**config.mk**
```make
export PLATFORM = sky130hd
export DESIGN_NAME = tga_truecolor_stream_decoder_top
export DESIGN_NICKNAME = d
export VERILOG_FILES = /design/src/design/tga_pkg.sv /design/src/design/tga_in_stage.sv /design/src/design/tga_parser.sv /design/src/design/tga_out_reg.sv /design/src/design/tga_truecolor_stream_decoder_top.sv
export SDC_FILE = /design/constraint.sdc
export NUM_CORES = 1
export LEC_CHECK = 0
export ABC_AREA = 1
export BUFFER_PORTS_ARGS = -buffer_cell sky130_fd_sc_hd__buf_2
export CORE_MARGIN = 3
export CORE_UTILIZATION = 30
export DETAILED_ROUTE_END_ITERATION = 16
export PLACE_DENSITY_LB_ADDON = 0.2
export SYNTH_ARGS = -nofsm -noshare
export SYNTH_HDL_FRONTEND = slang
export SYNTH_HIERARCHICAL = 1
export SYNTH_SLANG_ARGS = --single-unit
```
**constraint.sdc**
```tcl
create_clock -name clk -period 6.75 [get_ports clk]
set_input_delay 1.0125 -clock clk [delete_from_list [all_inputs] [get_ports clk]]
set_output_delay 1.0125 -clock clk [all_outputs]
set_load 0.02 [all_outputs]
```
**src/design/tga_pkg.sv**
```systemverilog
`timescale 1ns / 1ps

package tga_pkg;

	// Result kinds
	localparam logic [1:0] KIND_HEADER = 2'd0;
	localparam logic [1:0] KIND_PIXELS = 2'd1;
	localparam logic [1:0] KIND_ERROR  = 2'd2;

	// Error codes
	localparam logic [2:0] ERR_NONE      = 3'd0;
	localparam logic [2:0] ERR_CMAP_TYPE = 3'd1;
	localparam logic [2:0] ERR_IMG_TYPE  = 3'd2;
	localparam logic [2:0] ERR_INTERLEAV = 3'd3;
	localparam logic [2:0] ERR_DEPTH     = 3'd4;

	// Header layout and image types
	localparam logic [4:0] HDR_LAST_POS       = 5'd17;
	localparam logic [7:0] TYPE_TRUECOLOR     = 8'd2;
	localparam logic [7:0] TYPE_RLE_TRUECOLOR = 8'd10;
	localparam logic [7:0] MAX_DESCRIPTOR     = 8'd32;

	// One input beat
	typedef struct packed {
		logic [7:0] data;
		logic       sof;
	} tga_in_t;

	// One result beat
	typedef struct packed {
		logic [1:0]  kind;
		logic [31:0] pixel_value;
		logic [7:0]  repeat_count;
		logic [15:0] image_width;
		logic [15:0] image_height;
		logic        has_alpha;
		logic [2:0]  error_code;
		logic        last;
	} tga_res_t;

endpackage

```
**src/design/tga_in_stage.sv**
```systemverilog
`timescale 1ns / 1ps

module tga_in_stage import tga_pkg::*; (
	input  logic    clk,
	input  logic    arst_n,
	input  logic    in_valid,
	output logic    in_ready,
	input  tga_in_t in_beat,
	input  logic    advance,
	output logic    valid_s1,
	output tga_in_t beat_s1
);

	// Input register: refills in the same cycle it drains
	assign in_ready = !valid_s1 || advance;

	always_ff @(posedge clk or negedge arst_n) begin
		if (!arst_n) begin
			valid_s1 <= 1'b0;
		end else if (in_ready) begin
			valid_s1 <= in_valid;
		end
	end

	always_ff @(posedge clk) begin
		if (in_ready && in_valid) begin
			beat_s1 <= in_beat;
		end
	end

endmodule

```
**src/design/tga_parser.sv**
```systemverilog
`timescale 1ns / 1ps

module tga_parser import tga_pkg::*; (
	input  logic     clk,
	input  logic     arst_n,
	input  logic     en,
	input  tga_in_t  beat,
	output logic     res_valid,
	output tga_res_t res
);

	localparam logic [2:0] PH_HEADER = 3'd0;
	localparam logic [2:0] PH_IDSKIP = 3'd1;
	localparam logic [2:0] PH_PIXELS = 3'd2;
	localparam logic [2:0] PH_DONE   = 3'd3;
	localparam logic [2:0] PH_ERROR  = 3'd4;

	logic [2:0]  phase_q, phase_d;
	logic [4:0]  hpos_q, hpos_d;
	logic [7:0]  id_left_q, id_left_d;
	logic        rle_q, rle_d;
	logic [15:0] width_q, width_d;
	logic [15:0] height_q, height_d;
	logic [7:0]  depth_q, depth_d;
	logic        four_q, four_d;
	logic [1:0]  bip_q, bip_d;
	logic [31:0] asm_q, asm_d;
	logic [7:0]  pkt_left_q, pkt_left_d;
	logic        is_run_q, is_run_d;
	logic [31:0] pix_left_q, pix_left_d;
	logic [2:0]  perr_q, perr_d;
	logic [31:0] area_q;

	logic [7:0]  b;
	logic [2:0]  ph_eff;
	logic [4:0]  hpos_eff;
	logic [2:0]  perr_eff;
	logic [2:0]  err_fin;
	logic        depth_ok;
	logic [31:0] asm_new;
	logic [1:0]  bip_last;
	logic [7:0]  cnt_raw;
	logic [7:0]  cnt;
	logic [31:0] pix_rem;

	assign b = beat.data;

	// Start mark restarts the header parse on this very beat
	assign ph_eff   = beat.sof ? PH_HEADER : phase_q;
	assign hpos_eff = beat.sof ? 5'd0 : hpos_q;
	assign perr_eff = beat.sof ? ERR_NONE : perr_q;

	assign depth_ok = depth_q inside {8'd1, 8'd2, 8'd4, 8'd8, 8'd16, 8'd24, 8'd32};

	// Final header check, in priority order
	always_comb begin
		err_fin = perr_eff;
		if (err_fin == ERR_NONE && b > MAX_DESCRIPTOR) begin
			err_fin = ERR_INTERLEAV;
		end
		if (err_fin == ERR_NONE && !depth_ok) begin
			err_fin = ERR_DEPTH;
		end
	end

	// Pixel assembly and run clipping
	assign asm_new  = asm_q | ({24'h0, b} << {bip_q, 3'b000});
	assign bip_last = four_q ? 2'd3 : 2'd2;
	assign cnt_raw  = (rle_q && is_run_q) ? pkt_left_q : 8'd1;
	assign cnt      = (pix_left_q < {24'h0, cnt_raw}) ? pix_left_q[7:0] : cnt_raw;
	assign pix_rem  = pix_left_q - {24'h0, cnt};

	// Next state and result
	always_comb begin
		phase_d    = ph_eff;
		hpos_d     = hpos_eff;
		id_left_d  = id_left_q;
		rle_d      = rle_q;
		width_d    = width_q;
		height_d   = height_q;
		depth_d    = depth_q;
		four_d     = four_q;
		bip_d      = bip_q;
		asm_d      = asm_q;
		pkt_left_d = pkt_left_q;
		is_run_d   = is_run_q;
		pix_left_d = pix_left_q;
		perr_d     = perr_eff;
		res_valid  = 1'b0;
		res        = '0;
		case (ph_eff)
			PH_HEADER: begin
				case (hpos_eff)
					5'd0: id_left_d = b;
					5'd1: perr_d = (b > 8'd1) ? ERR_CMAP_TYPE : ERR_NONE;
					5'd2: begin
						if (perr_eff == ERR_NONE && b != TYPE_TRUECOLOR &&
							b != TYPE_RLE_TRUECOLOR) begin
							perr_d = ERR_IMG_TYPE;
						end
						rle_d = (b == TYPE_RLE_TRUECOLOR);
					end
					5'd12: width_d  = {8'h0, b};
					5'd13: width_d  = width_q | {b, 8'h0};
					5'd14: height_d = {8'h0, b};
					5'd15: height_d = height_q | {b, 8'h0};
					5'd16: depth_d  = b;
					default: ;
				endcase
				if (hpos_eff < HDR_LAST_POS) begin
					hpos_d = hpos_eff + 5'd1;
				end else begin
					res_valid = 1'b1;
					perr_d    = err_fin;
					if (err_fin != ERR_NONE) begin
						phase_d        = PH_ERROR;
						res.kind       = KIND_ERROR;
						res.error_code = err_fin;
					end else begin
						four_d     = (depth_q == 8'd32);
						pix_left_d = area_q;
						bip_d      = 2'd0;
						asm_d      = '0;
						pkt_left_d = 8'd0;
						is_run_d   = 1'b0;
						if (area_q == 32'd0) begin
							phase_d = PH_DONE;
						end else if (id_left_q != 8'd0) begin
							phase_d = PH_IDSKIP;
						end else begin
							phase_d = PH_PIXELS;
						end
						res.kind         = KIND_HEADER;
						res.image_width  = width_q;
						res.image_height = height_q;
						res.has_alpha    = (depth_q == 8'd32);
					end
				end
			end
			PH_IDSKIP: begin
				id_left_d = id_left_q - 8'd1;
				if (id_left_q == 8'd1) begin
					phase_d = PH_PIXELS;
				end
			end
			PH_PIXELS: begin
				if (rle_q && pkt_left_q == 8'd0) begin
					// packet header byte
					is_run_d   = b[7];
					pkt_left_d = {1'b0, b[6:0]} + 8'd1;
				end else if (bip_q != bip_last) begin
					bip_d = bip_q + 2'd1;
					asm_d = asm_new;
				end else begin
					bip_d = 2'd0;
					asm_d = '0;
					if (rle_q) begin
						pkt_left_d = is_run_q ? 8'd0 : pkt_left_q - 8'd1;
					end
					pix_left_d = pix_rem;
					if (pix_rem == 32'd0) begin
						phase_d = PH_DONE;
					end
					res_valid        = 1'b1;
					res.kind         = KIND_PIXELS;
					res.pixel_value  = asm_new;
					res.repeat_count = cnt;
					res.last         = (pix_rem == 32'd0);
				end
			end
			default: ;
		endcase
	end

	// Control state
	always_ff @(posedge clk or negedge arst_n) begin
		if (!arst_n) begin
			phase_q    <= PH_HEADER;
			hpos_q     <= 5'd0;
			id_left_q  <= 8'd0;
			rle_q      <= 1'b0;
			width_q    <= 16'd0;
			height_q   <= 16'd0;
			depth_q    <= 8'd0;
			four_q     <= 1'b0;
			bip_q      <= 2'd0;
			asm_q      <= 32'd0;
			pkt_left_q <= 8'd0;
			is_run_q   <= 1'b0;
			pix_left_q <= 32'd0;
			perr_q     <= ERR_NONE;
		end else if (en) begin
			phase_q    <= phase_d;
			hpos_q     <= hpos_d;
			id_left_q  <= id_left_d;
			rle_q      <= rle_d;
			width_q    <= width_d;
			height_q   <= height_d;
			depth_q    <= depth_d;
			four_q     <= four_d;
			bip_q      <= bip_d;
			asm_q      <= asm_d;
			pkt_left_q <= pkt_left_d;
			is_run_q   <= is_run_d;
			pix_left_q <= pix_left_d;
			perr_q     <= perr_d;
		end
	end

	// Pixel count: width and height are final before the depth byte
	always_ff @(posedge clk or negedge arst_n) begin
		if (!arst_n) begin
			area_q <= 32'd0;
		end else if (en && ph_eff == PH_HEADER && hpos_eff == 5'd16) begin
			area_q <= {16'h0, width_q} * {16'h0, height_q};
		end
	end

endmodule

```
**src/design/tga_out_reg.sv**
```systemverilog
`timescale 1ns / 1ps

module tga_out_reg import tga_pkg::*; (
	input  logic     clk,
	input  logic     arst_n,
	input  logic     load,
	input  tga_res_t res_in,
	input  logic     out_ready,
	output logic     out_valid,
	output logic     can_load,
	output tga_res_t res_q
);

	// Result register: free when empty or being taken this cycle
	assign can_load = !out_valid || out_ready;

	always_ff @(posedge clk or negedge arst_n) begin
		if (!arst_n) begin
			out_valid <= 1'b0;
		end else if (can_load) begin
			out_valid <= load;
		end
	end

	always_ff @(posedge clk) begin
		if (can_load && load) begin
			res_q <= res_in;
		end
	end

endmodule

```
**src/design/tga_truecolor_stream_decoder_top.sv**
```systemverilog
`timescale 1ns / 1ps

// Streaming decoder for truecolor TGA files (raw, type 2, or run-length coded,
// type 10). Feed the file one byte per beat; start_of_file marks header byte 0
// and abandons any file in progress. The 18-byte header yields one header
// beat (or one error beat), the ID field is skipped, and every pixel, literal
// or whole run comes out as one beat with a repeat count, clipped to
// width*height pixels; last flags the beat that completes the image. Bytes
// after the image or after an error are dropped until the next start mark.
// The block takes one byte per cycle while out_ready stays high; a byte is
// registered on entry, decoded combinationally against the parser state and
// lands in the result register. The width*height product is registered on
// the depth byte.

module tga_truecolor_stream_decoder_top import tga_pkg::*; (
	input  logic        clk,
	input  logic        arst_n,
	input  logic        in_valid,
	output logic        in_ready,
	input  logic [7:0]  data_byte,
	input  logic        start_of_file,
	output logic        out_valid,
	input  logic        out_ready,
	output logic [1:0]  kind,
	output logic [31:0] pixel_value,
	output logic [7:0]  repeat_count,
	output logic [15:0] image_width,
	output logic [15:0] image_height,
	output logic        has_alpha,
	output logic [2:0]  error_code,
	output logic        last
);

	tga_in_t  in_beat;
	tga_in_t  beat_s1;
	logic     valid_s1;
	logic     advance;
	logic     can_load;
	logic     res_valid;
	tga_res_t res;
	tga_res_t res_q;

	assign in_beat.data = data_byte;
	assign in_beat.sof  = start_of_file;

	// A byte is decoded only when the result register has room
	assign advance = valid_s1 && can_load;

	tga_in_stage u_in (
		.clk      (clk),
		.arst_n   (arst_n),
		.in_valid (in_valid),
		.in_ready (in_ready),
		.in_beat  (in_beat),
		.advance  (advance),
		.valid_s1 (valid_s1),
		.beat_s1  (beat_s1)
	);

	tga_parser u_parser (
		.clk       (clk),
		.arst_n    (arst_n),
		.en        (advance),
		.beat      (beat_s1),
		.res_valid (res_valid),
		.res       (res)
	);

	tga_out_reg u_out (
		.clk       (clk),
		.arst_n    (arst_n),
		.load      (advance && res_valid),
		.res_in    (res),
		.out_ready (out_ready),
		.out_valid (out_valid),
		.can_load  (can_load),
		.res_q     (res_q)
	);

	assign kind         = res_q.kind;
	assign pixel_value  = res_q.pixel_value;
	assign repeat_count = res_q.repeat_count;
	assign image_width  = res_q.image_width;
	assign image_height = res_q.image_height;
	assign has_alpha    = res_q.has_alpha;
	assign error_code   = res_q.error_code;
	assign last         = res_q.last;

endmodule

```
==> flow_summary.ini <==
[routing]
drt-total-wl_mm = 62.6
firstDrtPassIters = 5
vias = 17500
drtIter0Drc = 1102
via_per_inst = 4.74
wire_per_inst_um = 17.0
ant_nets = 0
route.detailed.drc = 0

[timing]
fin_hold_ws_ns = 0.463
hold_violations = 0
post-route-min-period_ns = 6.25
max_freq_mhz = 160
finalSetupViolations = 0
max_slew_margin_pct = 24.3
final.setup.tns_ns = 0
finalCritPeriodShare_pct = 92.6
tightest_slew_ns = 1.13
clock_skew_ns = 0.0309
rsz0062_at_grt = false
finalMaxSlewViolations = 0

[place]
dp_hpwl_mm = 48.0
place_congestion = 0.899
port_buffers = 93

[power]
power_frac_comb_pct = 38.8
p_leak_nw = 11.9
pwr-share-seq_pct = 34.9
switching_share_pct = 41.5
clkPwrFrac_pct = 26.2
power.density_nw_per_um2 = 268
peakVddDrop_mv = 0.184
p_total_mw = 6.50
intPower_mw = 3.80
p_sw_mw = 2.70

[clock_network]
ctsResizeCount = 0
cts_buffers = 30
cts_sinks = 258
clk_pin_slew_ns = 0.07
post_cts_buffers = 0
clkLatencyLatePin_ns = 0.59
cts_max_level = 1
ctsHoldBuffers = 0
cts-root-buf = clkbuf_16
cts_tree = built
cts_buffer_depth = 3

[final_layout]
nNetsFinal = 3056
final_layout_size_suffix_gt1_share_pct = 8.39
n_antenna_cell = 0
final_util_pct = 33.7
area_growth_pct = 10.7
fill_cells = 7636

[run_status]
outcome = finished, final reports clean

[synthesis]
synth-seq-cells = 258
synth-edff-count = 88
synthArstFlopShare_pct = 65.9
synthFlopType = dfrtp_1
ys_warn_count = 6
synth_cell_types = 56
syn_area_per_cell_um2 = 8.16
synthCells = 2684
ys_seq_area_share_pct = 31.5
syn_area_um2 = 21900
syn_nets = 3024

[min_path]
min_path_type = input pin to asynchronous set/reset pin

[setup_path]
crit_required_ns = 7.25
critPathCaptureType = register
cp-start-kind = register
critPathArrivalTime_ns = 6.75
crit_type = register to register
crit_fanout = 17

[floorplanning]
num_rows = 98
die_y_um = 276
die_x_um = 276
initial_utilization_pct = 30.5
core_um2 = 71900
pin_count = 94
die_area_um2 = 76300

[global_routing]
grt_pass1_vias = 17700
grt_overflow = 0
grt_pass1_wl_mm = 100
grt_usage_pct = 16.2
grt_max_degree = 66
grt_antenna_before_repair = 0

[job]
max_cap_violations = 0
==> cell usage after synthesis (28+ instances only) <==
master	count	area (um^2)
clkbuf_1	89	334
nand3_1	82	410
o21ai_0	99	495
nor2_1	230	863
dfrtp_1	170	4250
a21oi_1	96	480
inv_1	538	2020
ha_1	132	1650
fa_1	195	3900
nand2_1	629	2360
edfxtp_1	88	2640
o21ai_1	28	140
==> state kept, by name, summed over array words and instances (netlist names), 8 cells and up <==
register and cells:
u_parser/width_q 16, u_parser/id_left_q 8, u_parser/depth_q 8, u_parser/height_q 16, u_out/res_q 79, u_in/beat_s1 9, u_parser/pkt_left_q 8, u_parser/area_q 32
u_parser/pix_left_q 32, u_parser/asm_q 32
==> layout make-up <==
class | count | area, um^2 | share of cell area [%]
Clock buffer | 41 | 822 | 3.39
Clock inverter | 15 | 209 | 0.862
Inverter | 553 | 2080 | 8.56
Multi-Input combinational cell | 1755 | 12400 | 51.1
Sequential cell | 258 | 6900 | 28.4
Tap cell | 950 | 1190 | 4.90
Timing Repair Buffer | 118 | 659 | 2.72
==> power by group through the flow <==
stage | sequential [mW] | clock [mW] | combinational (mW)
after CTS | 2.27 | 1.77 | 2.53
after floorplan | 2.27 | 0 | 1.80
after detailed placement | 2.30 | 0 | 2.52
final | 2.27 | 1.71 | 2.53
after global routing | 2.31 | 1.82 | 2.85
after global placement | 2.29 | 0 | 2.51
==> through the flow <==
stage / setup slack [ns] / std cells / instance area [um^2]
2_1_floorplan: 0.652 / 2684 / 21900
3_3_place_gp: 0.646 / 3634 / 23200
3_5_place_dp: 0.595 / 3634 / 23200
4_1_cts: 0.543 / 3690 / 24200
5_1_grt: 0.0999 / 3690 / 24200
6_report: 0.498 / 3690 / 24200
==> cells by family (layout without fill, tap and decap cells) <==
logic type	Yosys count	after routing	share of synthesized area (%)
AND/OR/NAND/NOR	1032	1032	19.4
buffers and inverters	671	727	12.0
AO/OA/AOI/OAI	353	353	10.0
adder cells (fa/ha/maj)	328	328	25.4
flip-flops	258	258	31.5
XOR/XNOR	42	42	1.68
==> critical path, stage by stage, from the launching register on <==
cell,delay [ns]
dfrtp_1,0.83
nand2_1,0.17
fa_1,0.58
inv_1,0.06
fa_1,0.53
inv_1,0.05
fa_1,0.50
inv_1,0.06
fa_1,0.53
inv_1,0.05
fa_1,0.47
inv_1,0.05
fa_1,0.43
ha_1,0.37
nand2_1,0.11
nor2_1,0.12
inv_1,0.04
o21ai_0,0.47
a21oi_1,0.20
o21ai_0,0.27
or2_2,0.15
nand3_1,0.05
nand2_1,0.06
==> metal layers <==
metal	share of wire (%)	GRT usage [%]	vias to the layer above	wire length, um
met5	0	0	-	0
met4	1.8	3.29	0	1130
li1	-	-	8391	-
met2	49	28.2	372	30900
met1	45	22.1	8662	28200
met3	3.7	1.28	67	2340
==> cell usage in the layout, fill, tap and decap left out, types with 28 or more instances in the layout <==
cell type  instances
nand2_1          629
inv_1            538
edfxtp_1          88
o21ai_1           28
clkbuf_16         30
ha_1             132
dfrtp_1          170
o21ai_0           99
nor2_1           230
fa_1             195
a21oi_1           95
nand3_1           82
buf_2             92
==> final timing paths <==
kind | slack, ns | depth (start not counted) | end | startpoint
max reg2reg | 0.50 | 22 | u_parser/area_q[27] | u_parser/width_q[13]
min | 0.46 | 1 | u_parser/pix_left_q[11] | arst_n
min reg2reg | 0.48 | 2 | u_parser/asm_q[11] | u_parser/asm_q[11]
max in group asynchronous | 4.96 | 2 | u_parser/asm_q[14] | arst_n
max | 0.50 | 22 | u_parser/area_q[27] | u_parser/width_q[13]
min in group clk | 0.48 | 2 | u_parser/asm_q[11] | u_parser/asm_q[11]
No activity file was read; power rests on OpenSTA's default activity.
